**src/rtl/ecal_pkg.sv**
```systemverilog
package ecal_pkg;

    // Field and internal widths
    localparam int unsigned SEC_W  = 38;
    localparam int unsigned DAYS_W = 22;
    localparam int unsigned SOD_W  = 17;
    localparam int unsigned YEAR_W = 14;
    localparam int unsigned YS_W   = 22;
    localparam int unsigned YDAY_W = 9;
    localparam int unsigned CNT_W  = 1;

    // First second of year 10000
    localparam logic [SEC_W-1:0] LIMIT_SECONDS = 38'd253402300800;
    localparam logic [16:0]      SECS_PER_DAY  = 17'd86400;

    // First step of the day division: the quotient comes at step one, the second
    // of day and the weekday at step zero.
    localparam logic [CNT_W-1:0] DIV_LAST = 1'b1;

    localparam logic [YEAR_W-1:0] BASE_YEAR = 14'd1970;
    localparam logic [YEAR_W-1:0] LAST_YEAR = 14'd9999;

    // Reciprocals, each scaled by a power of two
    localparam logic [31:0] DAY_RECIP  = 32'd3257812231; // 2^41 / 675, rounded up
    localparam logic [22:0] WEEK_RECIP = 23'd4793491;    // 2^25 / 7, rounded up
    localparam logic [11:0] YEAR_RECIP = 12'd2871;   // 2^20 / 365.2425, rounded up
    localparam logic [16:0] MIN_RECIP  = 17'd69905;  // 2^22 / 60, rounded down
    localparam logic [10:0] HOUR_RECIP = 11'd1092;   // 2^16 / 60, rounded down
    localparam logic [12:0] C100_RECIP = 13'd5243;   // 2^19 / 100, rounded up

    // Leap days in years 1 to 1969
    localparam logic [YS_W-1:0] LEAPS_BASE = 22'd477;

    // Controller states
    typedef enum logic [9:0] {
        S_IDLE = 10'b0000000001,
        S_DIV  = 10'b0000000010,
        S_EST  = 10'b0000000100,
        S_MIN  = 10'b0000001000,
        S_HEST = 10'b0000010000,
        S_HRS  = 10'b0000100000,
        S_DOWN = 10'b0001000000,
        S_UP   = 10'b0010000000,
        S_YDAY = 10'b0100000000,
        S_FIN  = 10'b1000000000
    } state_t;

    // Commands from controller to datapath
    typedef struct packed {
        logic             load;
        logic             div_step;
        logic [CNT_W-1:0] div_idx;
        logic             est;
        logic             min_fix;
        logic             hour_est;
        logic             hour_fix;
        logic             ys_next;
        logic             year_dec;
        logic             year_inc;
        logic             yday;
        logic             fin;
    } cmd_t;

    // Status from datapath to controller
    typedef struct packed {
        logic range_err;
        logic dn_go;
        logic up_go;
    } sts_t;

    typedef struct packed {
        logic              range_error;
        logic [2:0]        weekday;
        logic [5:0]        second;
        logic [5:0]        minute;
        logic [4:0]        hour;
        logic [YDAY_W-1:0] day_of_year;
        logic [4:0]        day_of_month;
        logic [3:0]        month;
        logic [YEAR_W-1:0] year;
    } result_t;

    // Days before the first of month m (zero-based), with the leap day after February.
    function automatic logic [YDAY_W-1:0] cum_days(input logic leap, input logic [3:0] m);
        logic [YDAY_W-1:0] v;
        case (m)
            4'd0:    v = 9'd0;
            4'd1:    v = 9'd31;
            4'd2:    v = 9'd59;
            4'd3:    v = 9'd90;
            4'd4:    v = 9'd120;
            4'd5:    v = 9'd151;
            4'd6:    v = 9'd181;
            4'd7:    v = 9'd212;
            4'd8:    v = 9'd243;
            4'd9:    v = 9'd273;
            4'd10:   v = 9'd304;
            4'd11:   v = 9'd334;
            default: v = 9'd0;
        endcase
        if (m >= 4'd2) begin
            v = v + 9'(leap);
        end
        return v;
    endfunction

    // Days from 1970-01-01 to January 1 of year y, for y from 1970 to 10000.
    function automatic logic [YS_W-1:0] year_start(input logic [YEAR_W-1:0] y);
        logic [YEAR_W-1:0] p;
        logic [26:0]       c_prod;
        logic [6:0]        c100;
        logic [12:0]       off;
        logic [YS_W-1:0]   base;
        p      = y - 14'd1;
        c_prod = 27'(p) * 27'(C100_RECIP);
        c100   = c_prod[25:19];
        off    = 13'(y - BASE_YEAR);
        base   = 22'(off) * 22'd365;
        return base + 22'(p[YEAR_W-1:2]) - 22'(c100) + 22'(c100[6:2]) - LEAPS_BASE;
    endfunction

endpackage

```
**src/rtl/epoch_seconds_to_calendar.sv**
```systemverilog
// Converts a count of seconds since 1970-01-01 00:00:00 UTC into the Gregorian
// calendar date and time of day.
// Input channel (s_): one transfer carries epoch_seconds in s_tdata[37:0].
// Result channel (m_): one transfer per input carries year, month, day of month,
// day of year, hour, minute, second and weekday in m_tdata, and the range error
// flag in m_tuser. Inputs from the first second of year 10000 on give the flag
// and all-zero date fields.
// Order of work from the input transfer to m_tvalid for a valid time: day
// division by reciprocal multiplication, the time of day, year stepping, the day
// of year, then the month and result write. On error the result write follows
// the day division directly.
// Throughput: one item at a time; the next input is taken in the cycle after the
// result is written. The number of year steps varies with the input, so items
// differ in how long they take.
// When the receiver stalls, the result stays in the output register and the
// block may take and work on one more item, then waits until the register frees.
// Reset (aresetn low, synchronous) returns the sequencer to idle and empties the
// output register; an item in flight is dropped.
module epoch_seconds_to_calendar (
    input  logic        aclk,
    input  logic        aresetn,
    input  logic        s_tvalid,
    output logic        s_tready,
    input  logic [39:0] s_tdata,   // [37:0] epoch_seconds, [39:38] zero
    output logic        m_tvalid,
    input  logic        m_tready,
    output logic [55:0] m_tdata,   // [13:0] year, [17:14] month, [22:18] day_of_month,
                                   // [31:23] day_of_year, [36:32] hour, [42:37] minute,
                                   // [48:43] second, [51:49] weekday, [55:52] zero
    output logic        m_tuser    // [0] range_error
);

    ecal_pkg::cmd_t    cmd;
    ecal_pkg::sts_t    sts;
    ecal_pkg::result_t result;

    ecal_ctrl u_ctrl (
        .aclk     (aclk),
        .aresetn  (aresetn),
        .s_tvalid (s_tvalid),
        .s_tready (s_tready),
        .m_tvalid (m_tvalid),
        .m_tready (m_tready),
        .sts      (sts),
        .cmd      (cmd)
    );

    ecal_dp u_dp (
        .aclk          (aclk),
        .aresetn       (aresetn),
        .cmd           (cmd),
        .epoch_seconds (s_tdata[ecal_pkg::SEC_W-1:0]),
        .sts           (sts),
        .result        (result)
    );

    // Pack the result fields, highest field first, year in the lowest bits.
    assign m_tdata = {4'b0000, result.weekday, result.second, result.minute, result.hour,
                      result.day_of_year, result.day_of_month, result.month, result.year};
    assign m_tuser = result.range_error;

endmodule

```
**src/rtl/ecal_ctrl.sv**
```systemverilog
module ecal_ctrl (
    input  logic             aclk,
    input  logic             aresetn,
    input  logic             s_tvalid,
    output logic             s_tready,
    output logic             m_tvalid,
    input  logic             m_tready,
    input  ecal_pkg::sts_t   sts,
    output ecal_pkg::cmd_t   cmd
);

    ecal_pkg::state_t               state_reg, state_next;
    logic [ecal_pkg::CNT_W-1:0]     cnt_reg, cnt_next;
    logic                           out_valid_reg, out_valid_next;

    // Sequencer: day division, time of day, years, day of year, result write.
    always_comb begin
        state_next  = state_reg;
        cnt_next    = cnt_reg;
        cmd         = '0;
        cmd.div_idx = cnt_reg;
        case (state_reg)
            ecal_pkg::S_IDLE: begin
                if (s_tvalid) begin
                    cmd.load   = 1'b1;
                    cnt_next   = ecal_pkg::DIV_LAST;
                    state_next = ecal_pkg::S_DIV;
                end
            end
            ecal_pkg::S_DIV: begin
                if (sts.range_err) begin
                    state_next = ecal_pkg::S_FIN;
                end else begin
                    cmd.div_step = 1'b1;
                    if (cnt_reg == '0) begin
                        state_next = ecal_pkg::S_EST;
                    end else begin
                        cnt_next = cnt_reg - 1'b1;
                    end
                end
            end
            ecal_pkg::S_EST: begin
                cmd.est    = 1'b1;
                state_next = ecal_pkg::S_MIN;
            end
            ecal_pkg::S_MIN: begin
                cmd.min_fix = 1'b1;
                state_next  = ecal_pkg::S_HEST;
            end
            ecal_pkg::S_HEST: begin
                cmd.hour_est = 1'b1;
                state_next   = ecal_pkg::S_HRS;
            end
            ecal_pkg::S_HRS: begin
                cmd.hour_fix = 1'b1;
                state_next   = ecal_pkg::S_DOWN;
            end
            ecal_pkg::S_DOWN: begin
                if (sts.dn_go) begin
                    cmd.year_dec = 1'b1;
                end else begin
                    state_next = ecal_pkg::S_UP;
                end
            end
            ecal_pkg::S_UP: begin
                cmd.ys_next = 1'b1;
                if (sts.up_go) begin
                    cmd.year_inc = 1'b1;
                end else begin
                    state_next = ecal_pkg::S_YDAY;
                end
            end
            ecal_pkg::S_YDAY: begin
                cmd.yday   = 1'b1;
                state_next = ecal_pkg::S_FIN;
            end
            ecal_pkg::S_FIN: begin
                if (!out_valid_reg || m_tready) begin
                    cmd.fin    = 1'b1;
                    state_next = ecal_pkg::S_IDLE;
                end
            end
            default: begin
                state_next = ecal_pkg::S_IDLE;
            end
        endcase
    end

    // The output register is full from a result write until its transfer.
    always_comb begin
        if (cmd.fin) begin
            out_valid_next = 1'b1;
        end else if (m_tready) begin
            out_valid_next = 1'b0;
        end else begin
            out_valid_next = out_valid_reg;
        end
    end

    always_ff @(posedge aclk) begin
        if (!aresetn) begin
            state_reg     <= ecal_pkg::S_IDLE;
            cnt_reg       <= '0;
            out_valid_reg <= 1'b0;
        end else begin
            state_reg     <= state_next;
            cnt_reg       <= cnt_next;
            out_valid_reg <= out_valid_next;
        end
    end

    assign s_tready = (state_reg == ecal_pkg::S_IDLE);
    assign m_tvalid = out_valid_reg;

`ifndef SYNTHESIS
    a_fin_room: assert property (@(posedge aclk) disable iff (!aresetn)
        cmd.fin |-> (!out_valid_reg || m_tready))
        else $error("result written over an untaken result");
    a_load_div: assert property (@(posedge aclk) disable iff (!aresetn)
        (s_tvalid && s_tready) |=> (state_reg == ecal_pkg::S_DIV))
        else $error("accepted item did not start the day division");
    a_inc_stay: assert property (@(posedge aclk) disable iff (!aresetn)
        cmd.year_inc |=> (state_reg == ecal_pkg::S_UP))
        else $error("year increment left the upward stepping state");
`endif

endmodule

```
**src/rtl/ecal_dp.sv**
```systemverilog
module ecal_dp (
    input  logic                          aclk,
    input  logic                          aresetn,
    input  ecal_pkg::cmd_t                cmd,
    input  logic [ecal_pkg::SEC_W-1:0]    epoch_seconds,
    output ecal_pkg::sts_t                sts,
    output ecal_pkg::result_t             result
);

    logic [ecal_pkg::SEC_W-1:0]  rem_reg, rem_next;
    logic [ecal_pkg::DAYS_W-1:0] days_reg;
    logic [2:0]                  wk_reg, wk_next;
    logic                        err_reg;
    logic [10:0]                 min_reg;
    logic [5:0]                  sec_reg;
    logic [5:0]                  minute_reg;
    logic [4:0]                  hour_reg;
    logic [ecal_pkg::YEAR_W-1:0] year_reg, year_next;
    logic [ecal_pkg::YS_W-1:0]   ys_hi_reg;
    logic [ecal_pkg::YDAY_W-1:0] yday_reg, yday_next;
    logic                        leap_reg, leap_next;
    ecal_pkg::result_t           result_reg, result_next;

    logic [30:0]                 sec_hi;
    logic [62:0]                 day_prod;
    logic [ecal_pkg::DAYS_W-1:0] day_quot;
    logic [ecal_pkg::SEC_W-1:0]  day_secs;
    logic [44:0]                 wk_prod;
    logic [ecal_pkg::DAYS_W-1:0] wk_rem;
    logic [ecal_pkg::SOD_W-1:0]  sod;
    logic [33:0]                 year_prod;
    logic [14:0]                 year_sum;
    logic [33:0]                 min_prod;
    logic [ecal_pkg::SOD_W-1:0]  min_rem;
    logic [21:0]                 hour_prod;
    logic [10:0]                 hour_rem;
    logic [ecal_pkg::YEAR_W-1:0] ys_arg;
    logic [ecal_pkg::YS_W-1:0]   ys;
    logic [ecal_pkg::YS_W-1:0]   yday_full;
    logic [3:0]                  mon_idx;
    logic [ecal_pkg::YDAY_W-1:0] mon_base;
    logic [ecal_pkg::YDAY_W-1:0] dom_full;
    logic [3:0]                  wk_plus;

    // Day division by reciprocal multiplication. The day length is 675 * 2^7, so
    // the seconds shifted down by seven are divided by 675 in the first step. The
    // second step forms the second of day and the day count modulo 7.
    always_comb begin
        sec_hi   = rem_reg[ecal_pkg::SEC_W-1:7];
        day_prod = 63'(sec_hi) * 63'(ecal_pkg::DAY_RECIP);
        day_quot = day_prod[62:41];
        day_secs = 38'(days_reg) * 38'(ecal_pkg::SECS_PER_DAY);
        rem_next = rem_reg - day_secs;
        wk_prod  = 45'(days_reg) * 45'(ecal_pkg::WEEK_RECIP);
        wk_rem   = days_reg - 22'(wk_prod[44:25]) * 22'd7;
        wk_next  = wk_rem[2:0];
    end

    assign sod = rem_reg[ecal_pkg::SOD_W-1:0];

    // Year, minute and hour estimates by reciprocal multiplication.
    always_comb begin
        year_prod = 34'(days_reg) * 34'(ecal_pkg::YEAR_RECIP);
        year_sum  = 15'(ecal_pkg::BASE_YEAR) + 15'(year_prod[33:20]);
        min_prod  = 34'(sod) * 34'(ecal_pkg::MIN_RECIP);
        hour_prod = 22'(min_reg) * 22'(ecal_pkg::HOUR_RECIP);
    end

    // Remainders after the estimates; each estimate is low by at most one.
    assign min_rem  = sod - (17'(min_reg) << 6) + (17'(min_reg) << 2);
    assign hour_rem = min_reg - (11'(hour_reg) << 6) + (11'(hour_reg) << 2);

    // Start of the year under test, or of the year after it while stepping up.
    assign ys_arg = cmd.ys_next ? (year_reg + 14'd1) : year_reg;
    assign ys     = ecal_pkg::year_start(ys_arg);

    assign sts.range_err = err_reg;
    assign sts.dn_go     = (year_reg > ecal_pkg::BASE_YEAR) && (ys > days_reg);
    assign sts.up_go     = (year_reg < ecal_pkg::LAST_YEAR) && (ys <= days_reg);

    always_comb begin
        year_next = year_reg;
        if (cmd.est) begin
            year_next = (year_sum > 15'(ecal_pkg::LAST_YEAR)) ? ecal_pkg::LAST_YEAR
                                                             : year_sum[ecal_pkg::YEAR_W-1:0];
        end else if (cmd.year_dec) begin
            year_next = year_reg - 14'd1;
        end else if (cmd.year_inc) begin
            year_next = year_reg + 14'd1;
        end
    end

    // Day of year, and leap year from the length of the year.
    assign yday_full = days_reg - ys;
    assign yday_next = yday_full[ecal_pkg::YDAY_W-1:0];
    assign leap_next = ((ys_hi_reg - ys) == 22'd366);

    // Month: the last month whose first day is not after the day of year.
    always_comb begin
        mon_idx = 4'd0;
        for (int m = 1; m < 12; m++) begin
            if (yday_reg >= ecal_pkg::cum_days(leap_reg, 4'(m))) begin
                mon_idx = 4'(m);
            end
        end
        mon_base = ecal_pkg::cum_days(leap_reg, mon_idx);
        dom_full = yday_reg - mon_base + 9'd1;
        wk_plus  = 4'(wk_reg) + 4'd4;
    end

    always_comb begin
        result_next = '0;
        if (err_reg) begin
            result_next.range_error = 1'b1;
        end else begin
            result_next.year         = year_reg;
            result_next.month        = mon_idx + 4'd1;
            result_next.day_of_month = dom_full[4:0];
            result_next.day_of_year  = yday_reg;
            result_next.hour         = hour_reg;
            result_next.minute       = minute_reg;
            result_next.second       = sec_reg;
            result_next.weekday      = (wk_plus >= 4'd7) ? 3'(wk_plus - 4'd7) : wk_plus[2:0];
        end
    end

    always_ff @(posedge aclk) begin
        if (!aresetn) begin
            err_reg <= 1'b0;
        end else if (cmd.load) begin
            err_reg <= (epoch_seconds >= ecal_pkg::LIMIT_SECONDS);
        end
    end

    always_ff @(posedge aclk) begin
        if (cmd.load) begin
            rem_reg  <= epoch_seconds;
            days_reg <= '0;
            wk_reg   <= '0;
        end else if (cmd.div_step) begin
            if (cmd.div_idx == ecal_pkg::DIV_LAST) begin
                days_reg <= day_quot;
            end else begin
                rem_reg <= rem_next;
                wk_reg  <= wk_next;
            end
        end
        if (cmd.est) begin
            min_reg <= min_prod[32:22];
        end else if (cmd.min_fix && (min_rem >= 17'd60)) begin
            min_reg <= min_reg + 11'd1;
        end
        if (cmd.min_fix) begin
            sec_reg <= (min_rem >= 17'd60) ? 6'(min_rem - 17'd60) : min_rem[5:0];
        end
        if (cmd.hour_est) begin
            hour_reg <= hour_prod[20:16];
        end else if (cmd.hour_fix && (hour_rem >= 11'd60)) begin
            hour_reg <= hour_reg + 5'd1;
        end
        if (cmd.hour_fix) begin
            minute_reg <= (hour_rem >= 11'd60) ? 6'(hour_rem - 11'd60) : hour_rem[5:0];
        end
        year_reg <= year_next;
        if (cmd.ys_next) begin
            ys_hi_reg <= ys;
        end
        if (cmd.yday) begin
            yday_reg <= yday_next;
            leap_reg <= leap_next;
        end
        if (cmd.fin) begin
            result_reg <= result_next;
        end
    end

    assign result = result_reg;

`ifndef SYNTHESIS
    a_sod_range: assert property (@(posedge aclk) disable iff (!aresetn)
        (cmd.div_step && (cmd.div_idx == '0)) |=> (rem_reg < 38'(ecal_pkg::SECS_PER_DAY)))
        else $error("day division left a remainder of a day or more");
    a_step_done: assert property (@(posedge aclk) disable iff (!aresetn)
        cmd.yday |-> !sts.dn_go)
        else $error("year start lies after the day count");
    a_year_range: assert property (@(posedge aclk) disable iff (!aresetn)
        (cmd.fin && !err_reg) |=> ((result_reg.year >= ecal_pkg::BASE_YEAR) &&
            (result_reg.year <= ecal_pkg::LAST_YEAR) && (result_reg.month >= 4'd1) &&
            (result_reg.month <= 4'd12)))
        else $error("result year or month out of range");
`endif

endmodule
```
**config.mk**
```make
export PLATFORM = sky130hd
export DESIGN_NAME = epoch_seconds_to_calendar
export DESIGN_NICKNAME = d
export VERILOG_FILES = /design/src/rtl/ecal_pkg.sv /design/src/rtl/epoch_seconds_to_calendar.sv /design/src/rtl/ecal_ctrl.sv /design/src/rtl/ecal_dp.sv
export SDC_FILE = /design/constraint.sdc
export NUM_CORES = 2
export LEC_CHECK = 0
export BUFFER_PORTS_ARGS = -buffer_cell sky130_fd_sc_hd__buf_2
export CAP_MARGIN = 0
export CORE_ASPECT_RATIO = 1.2
export CORE_MARGIN = 2
export CORE_UTILIZATION = 43
export CTS_CLUSTER_DIAMETER = 30
export DETAILED_ROUTE_END_ITERATION = 8
export GPL_ROUTABILITY_DRIVEN = 0
export GPL_TIMING_DRIVEN = 0
export PLACE_DENSITY = 0.66
export SYNTH_ARGS = -nofsm -noshare
export SYNTH_HDL_FRONTEND = slang
export SYNTH_SLANG_ARGS = --single-unit
```
**constraint.sdc**
```tcl
create_clock -name aclk -period 24.1 [get_ports aclk]
set_clock_uncertainty 0.2 [all_clocks]
set_input_delay 2.41 -clock aclk [delete_from_list [all_inputs] [get_ports aclk]]
set_output_delay 2.41 -clock aclk [all_outputs]
set_load 0.01 [all_outputs]
```
* After elaboration in Yosys (flattened, before gate mapping)
Memories as Yosys holds them, arrays and structs flattened.
Index checks and enable logic that the tools add are counted.
** Word-level totals
- Bits in registers :: 203
- ROM bits :: 144
- Input bits :: 44
- Output and inout bits :: 59
- Word-level logic and storage cells :: 186
- Memories :: 1
** Memory list
- (name not given) :: words 16, bits a word 9, read ports 1, clocked after memory_dff 0, wr ports 0, RTL line ecal_pkg.sv:86 : case (m)
** Operators by class
- Add/subtract/negate cells :: 38
- Multiply operators :: 9
- $lt $le $gt $ge :: 21
- Eq/ne operators :: 18
- Muxes and demuxes :: 57
- Bitwise operators :: 1
- Reduce and logical (&&, ||, !) cells :: 17
** Operators by type and width (number)
- $mux W38 :: 3
- $pmux W10 S10 :: 1
- $mux W14 :: 5
- $ge A9 B9 Y1 :: 7
- $mul A31 B32 Y63 const B :: 1
- $mux W10 :: 6
- $mul A22 B23 Y45 const B :: 1
- $ge A38 B38 Y1 const B :: 1
- $sub A38 B38 Y38 :: 1
- $add A8 B1 Y9 const A :: 4
- $mul A22 B12 Y34 const B :: 1
- $mul A17 B17 Y33 const B :: 1
- $mul A22 B10 Y31 const B :: 1
- $sub A14 B1 Y14 const B :: 2
- $add A9 B1 Y9 const A :: 3
- $mul A14 B13 Y26 const B :: 1
- $mux W1 :: 23
- $add A22 B12 Y22 :: 1
- $add A22 B5 Y22 :: 1
- $eq A22 B9 Y1 const B :: 1
- $gt A22 B22 Y1 :: 1
- $le A22 B22 Y1 :: 1
- $mul A13 B9 Y22 const B :: 1
- $mux W11 :: 2
- 63 further kinds :: 91

* Depth between registers and ports, before layout
An unclocked memory read counts as a cell.
- Depth in word-level cells :: 17
- Gate-level depth with buffers :: 69
- Depth with buffers taken out :: 67

* By module
From an unflattened synthesis, not the netlist that was laid out.
** Unflattened totals
- Cells, all modules :: 5167
- Area total of the unflattened synthesis :: 49786.5 um^2
** Modules (own cells, without submodules)
- ecal_dp :: times used 1, cells each 5064, area each 48901.9 um^2, sequential area each 5475.3 um^2
- ecal_ctrl :: times used 1, cells each 98, area each 850.8 um^2, sequential area each 240.2 um^2
- epoch_seconds_to_calendar :: times used 1, cells each 5, area each 33.8 um^2, sequential area each 0.0 um^2

* Worst setup path before layout
OpenSTA, ideal clock, no wires.
- Path kind :: reg-to-reg
- Start point :: register u_ctrl.state_reg[3]
- End point :: register u_dp.year_reg[6] (netlist name), data pin
- Setup time :: 255 ps
- Data arrival time :: 15241 ps
- Data required time :: 23645 ps
- Slack :: 8404 ps
- Cell stages (with the launch flop) :: 61
- Buffers on the path :: 1
- Path through :: dfxtp_1 > nor2_1 > nand2_1 > nor2_1 > nand3b_1 > inv_1 > buf_1 > mux2i_1 > ha_1 > and3_1 > nand2_1 > nor2_1 > nand3_1 > xnor2_1 > fa_1 > ha_1 > fa_1 > inv_1 > [25 not listed] > o21bai_1 > a21oi_1 > o2111ai_1 > a21oi_1 > o21bai_1 > a21oi_1 > xnor2_1 > ha_1 > nand4_1 > nor3_1 > nand2_1 > o21bai_1 > a2111oi_1 > nand2_1 > o31ai_1 > xnor2_1 > nand2_1 > and3_1
** Between the ends
- Longest elaborated chain between the ends :: 15
** Ends and longest elaborated chain
- from (decl) :: RTL line ecal_ctrl.sv:12 : ecal_pkg::state_t state_reg, state_next;
- from (signal assigned) :: RTL line ecal_ctrl.sv:102 : state_reg <= ecal_pkg::S_IDLE;
- from (signal assigned) :: RTL line ecal_ctrl.sv:106 : state_reg <= state_next;
- $eq A10 B8 Y1 (*) :: RTL line ecal_ctrl.sv:22 : case (state_reg)
- $mux W1 (*) :: RTL line ecal_ctrl.sv:22
- $mux W14 (*) :: RTL line ecal_dp.sv:74 : assign ys_arg = cmd.ys_next ? (year_reg + 14'd1) : year_reg;
- $sub A13 B11 Y13 :: RTL line ecal_pkg.sv:117 : off = 13'(y - BASE_YEAR);
- $mul A13 B9 Y22 :: RTL line ecal_pkg.sv:118 : base = 22'(off) * 22'd365;
- $add A22 B12 Y22 :: RTL line ecal_pkg.sv:119 : return base + 22'(p[YEAR_W-1:2]) - 22'(c100) + 22'(c100[6:2]) - LEAPS_BASE;
- $sub A22 B7 Y22 :: RTL line ecal_pkg.sv:119
- $add A22 B5 Y22 (*) :: RTL line ecal_pkg.sv:119
- $sub A22 B9 Y22 (*) :: RTL line ecal_pkg.sv:119
- net u_dp.ys (one bit) :: RTL line ecal_dp.sv:38 : logic [ecal_pkg::YS_W-1:0] ys;
- $gt A22 B22 Y1 (*) :: RTL line ecal_dp.sv:78 : assign sts.dn_go = (year_reg > ecal_pkg::BASE_YEAR) && (ys > days_reg);
- $logic_and A1 B1 Y1 (*) :: RTL line ecal_dp.sv:78
- $mux W1 (*) :: RTL line ecal_ctrl.sv:59 : if (sts.dn_go) begin
- $mux W1 (*) :: RTL line ecal_ctrl.sv:22
- $mux W14 (*) :: RTL line ecal_dp.sv:86 : end else if (cmd.year_dec) begin
- $mux W14 (*) :: RTL line ecal_dp.sv:83 : if (cmd.est) begin
- net u_dp.year_next (one bit) :: RTL line ecal_dp.sv:18 : logic [ecal_pkg::YEAR_W-1:0] year_reg, year_next;
- to (signal assigned) :: RTL line ecal_dp.sv:164 : year_reg <= year_next;
- to (decl) :: RTL line ecal_dp.sv:18
Mark *: on every way through the listed nets, which the timed path passes. The rest lies on a longest branch.
A chain may end at the register's enable or synchronous reset.

* Final worst setup path
- Start point :: register u_ctrl.state_reg[1]
- End point :: register u_dp.year_reg[4] (netlist name) (enable)
** Between the ends
- Longest elaborated chain between the ends :: 14
** Ends and longest elaborated chain (RTL line)
- $eq A10 B8 Y1 (*) :: ecal_ctrl.sv:22
- $mux W1 (*) :: ecal_ctrl.sv:22
- $mux W14 (*) :: ecal_dp.sv:74
- $sub A13 B11 Y13 :: ecal_pkg.sv:117
- $mul A13 B9 Y22 :: ecal_pkg.sv:118
- $add A22 B12 Y22 :: ecal_pkg.sv:119
- $sub A22 B7 Y22 :: ecal_pkg.sv:119
- $add A22 B5 Y22 (*) :: ecal_pkg.sv:119
- $sub A22 B9 Y22 (*) :: ecal_pkg.sv:119
- net u_dp.ys (one bit) :: ecal_dp.sv:38
- $le A22 B22 Y1 or $gt A22 B22 Y1 (tied branches) :: ecal_dp.sv:79, ecal_dp.sv:78
- $logic_and A1 B1 Y1, on equally long branches :: ecal_dp.sv:79, ecal_dp.sv:78
- $mux W1, on equally long branches :: ecal_ctrl.sv:67, ecal_ctrl.sv:59
- $mux W1 :: ecal_ctrl.sv:22
- $reduce_bool A3 Y1 (no source line) (*)
Marked as above.

==> impl_metrics.toml <==
[route]
route.detailed.wl_per_inst_um = 18.3
drc_errors = 0
drt_pre_antenna_iters = 6
drt-initial-drc-count = 1975
detailroute.via_count = 36400
drt.antenna.violating_nets = 0
avgViaCountPerCell = 5.25
routed_wl_mm = 127

[yosys]
dominantRegCellSynth = "sky130_fd_sc_hd__edfxtp_1"
synth_edf_count = 165
synthesis.area_per_instance_um2 = 9.56
synthesis.instances = 5221
synthTopCellsByArea = "sky130_fd_sc_hd__ha_1 (29%), sky130_fd_sc_hd__fa_1 (27%), sky130_fd_sc_hd__inv_1 (10%)"
yosys.cell_types.count = 83
synth_top_area_cell = "sky130_fd_sc_hd__ha_1"
total_of_flip_flops_plus_latches_after_synthesis = 203
ys_warn_count = 0
synthArstFlopShare_pct = 0
syn-cell-area_mm2 = 0.0499
yosysTopAreaCellShare_pct = 28.9
synth-seq-area-share_pct = 11.5

[cts]
clock-root-buffer = "sky130_fd_sc_hd__clkbuf_16"
holdBufCountCts = 0
cts_resized = 0
ctsLongestPathBuffers = 3
cts_tree = "built"
later_pin_clock_latency_in_the_skew_report_ps = 580
cts.reportedPaths.clkPinSlew_ps = 50
postCtsSetupBuffers = 0
cts.sinks = 203
tritoncts.num_buffers = 49
htreeDepth = 2

[worst_setup_path]
maximum_cell_stage_delay_along_the_critical_path_ps = 910
critical-path-top-cell-by-count = "sky130_fd_sc_hd__fa_1"
crit_type = "register to register"
worst_path_required_time_ps = 24100
end_kind = "register"
worstPathArrival_ps = 19050
cp-start-kind = "register"
critPathSlowestCell = "sky130_fd_sc_hd__mux2i_1"
worst_path_fanout_max = 31
worst_reg_to_reg_setup_slack_ps = 5050

[floorplan]
chipHeight_um = 377
floorplan.die_area_mm2 = 0.119
rows = 136
die_w_um = 315
placeableCoreArea_mm2 = 0.115
starting_utilization_of_the_core_area_pct = 43.4
floorplan.io_pins = 103

[sta]
final_period_minus_worst_setup_slack_ps = 19050
final.setup.tns_ps = 0
layout_worst_path_cycle_share_pct = 79.0
unrepaired_setup_endpoints_after_global_routing = "no"
fmax_ghz = 0.0525
slew_violations = 0
final-hold-violation-count = 0
tightestPinTransition_ps = 1440
fin_ws_ps = 5050
slew_headroom_pct = 3.61
report.final.setup_viol = 0

[grt]
grt_pass1_vias = 38200
grt_use_total_pct = 21.9
pin_count_of_the_biggest_net_entering_global_routing = 37
global_route.overflow_total = 0
antenna_found_initial = 0
first_pass_grt_wire_length_mm = 204

[job]
maxCapViolCount = 0

[final_layout]
layout.nets = 7234
antenna_cells_inserted = 0
largest_register_ff_count = 53
area_growth_syn_to_layout_pct = 8.30
drive_above_1_share_pct = 4.28

[placed_design]
detailedPlacementHpwl_mm = 110
dp_slack_ps = 5010
port_buffers = 95

[status]
run_status = "finished, final reports clean"

[worst_hold_path]
hold_class = "register to register"
-- final cells by class --
class,count,area [um^2]
Fill cell,10700,60800
Multi-Input combinational cell,3627,39000
Sequential cell,203,5720
Inverter,1327,4980
Tap cell,1518,1900
Clock buffer,50,1230
Timing Repair Buffer,99,515
Clock inverter,42,462
Buffer,67,272
-- worst paths after layout --
check,end,from,cells after the start
setup / recovery,u_dp.year_reg[4]$_DFFE_PP_,u_ctrl.state_reg[1]$_SDFFE_PN0P_,59
hold / removal,u_dp.result[52]$_DFFE_PP_,u_dp.err_reg$_SDFFE_PN0P_,0
setup reg to reg,u_dp.year_reg[4]$_DFFE_PP_,u_ctrl.state_reg[1]$_SDFFE_PN0P_,59
hold reg to reg,u_dp.result[52]$_DFFE_PP_,u_dp.err_reg$_SDFFE_PN0P_,0
-- metrics by stage --
stage | instances | hold slack [ps] | utilization, % | cell area (um^2)
floorplan | 5224 | 229 | - | 49900
global placement | 6837 | 311 | 45.5 | 52300
detailed placement | 6839 | 310 | 45.6 | 52300
CTS | 6931 | 321 | 47.0 | 54000
global route | 6933 | 352 | 47.1 | 54000
finish | 6933 | 326 | 47.1 | 54000
-- metal layers --
| metal | vias to the layer above | global-route usage [%] | wire length, um |
|---|---|---|---|
| li1 | 17300 | - | - |
| met1 | 17900 | 26.2 | 50600 |
| met2 | 911 | 39.4 | 63600 |
| met3 | 271 | 2.49 | 6510 |
| met4 | 0 | 9.16 | 6230 |
| met5 | - | 0 | 0 |
-- Yosys cell counts, types with 5 or more instances --
cell and count:
sky130_fd_sc_hd__a2111oi_0 9, sky130_fd_sc_hd__a211o_1 10, sky130_fd_sc_hd__a211oi_1 23, sky130_fd_sc_hd__a21boi_0 11
sky130_fd_sc_hd__a21o_1 90, sky130_fd_sc_hd__a21oi_1 226, sky130_fd_sc_hd__a31o_2 6, sky130_fd_sc_hd__a31oi_1 23
sky130_fd_sc_hd__a41oi_1 7, sky130_fd_sc_hd__and2_1 18, sky130_fd_sc_hd__and3_1 45, sky130_fd_sc_hd__and4_1 6
sky130_fd_sc_hd__buf_1 8, sky130_fd_sc_hd__buf_4 5, sky130_fd_sc_hd__clkbuf_1 54, sky130_fd_sc_hd__dfxtp_1 38
sky130_fd_sc_hd__edfxtp_1 165, sky130_fd_sc_hd__fa_1 663, sky130_fd_sc_hd__ha_1 1153, sky130_fd_sc_hd__inv_1 1327
sky130_fd_sc_hd__mux2i_1 14, sky130_fd_sc_hd__nand2_1 203, sky130_fd_sc_hd__nand2b_1 23, sky130_fd_sc_hd__nand3_1 62
sky130_fd_sc_hd__nand3b_1 9, sky130_fd_sc_hd__nand4_1 27, sky130_fd_sc_hd__nand4b_1 13, sky130_fd_sc_hd__nor2_1 190
sky130_fd_sc_hd__nor2b_1 62, sky130_fd_sc_hd__nor3_1 67, sky130_fd_sc_hd__nor3b_1 6, sky130_fd_sc_hd__nor4_1 20
sky130_fd_sc_hd__o2111ai_1 8, sky130_fd_sc_hd__o211ai_1 25, sky130_fd_sc_hd__o21a_1 34, sky130_fd_sc_hd__o21ai_0 128
sky130_fd_sc_hd__o21bai_1 33, sky130_fd_sc_hd__o31ai_1 9, sky130_fd_sc_hd__o41ai_1 8, sky130_fd_sc_hd__or2_2 10
sky130_fd_sc_hd__or3_1 15, sky130_fd_sc_hd__or4_1 9, sky130_fd_sc_hd__xnor2_1 175, sky130_fd_sc_hd__xor2_1 108
-- kinds of logic after synthesis --
group | Yosys count | share of synthesized area, %
AO/OA/AOI/OAI | 708 | 9.19
XOR/XNOR | 284 | 5.00
adder cells (fa/ha/maj) | 1816 | 55.5
buffers and inverters | 1394 | 10.5
flip-flops | 203 | 11.5
multiplexers | 17 | 0.349
other | 1 | 0.00752
AND/OR/NAND/NOR | 798 | 7.96
-- cells in the final DEF, fill, tap and decap left out, drive strengths merged, types with 34 or more instances in the layout --
master	netlist	layout
a21oi	228	228
clkbuf	54	104
ha	1153	1153
nor2b	62	62
inv	1327	1336
nor2	190	190
edfxtp	165	165
fa	663	663
nor3	68	68
xnor2	176	176
nand2	203	203
buf	13	112
xor2	108	108
and3	45	45
nand3	62	62
dfxtp	38	38
o21a	34	34
o21ai	130	130
a21o	90	90
-- worst max-delay path, delay by kind of cell, from the launching register on --
kind	cells	cell delay, ps
xor gates and xnor gates	3	1100
adders and majority gates	13	5750
muxes	1	910
buffers and inverters	7	1390
and+or+nand+nor	16	4440
AOI/OAI and AO/OA	19	4490
DFF	1	340
Power is not shown: default switching activity piles up to over one toggle a cycle in this logic, so the estimate is an artifact.
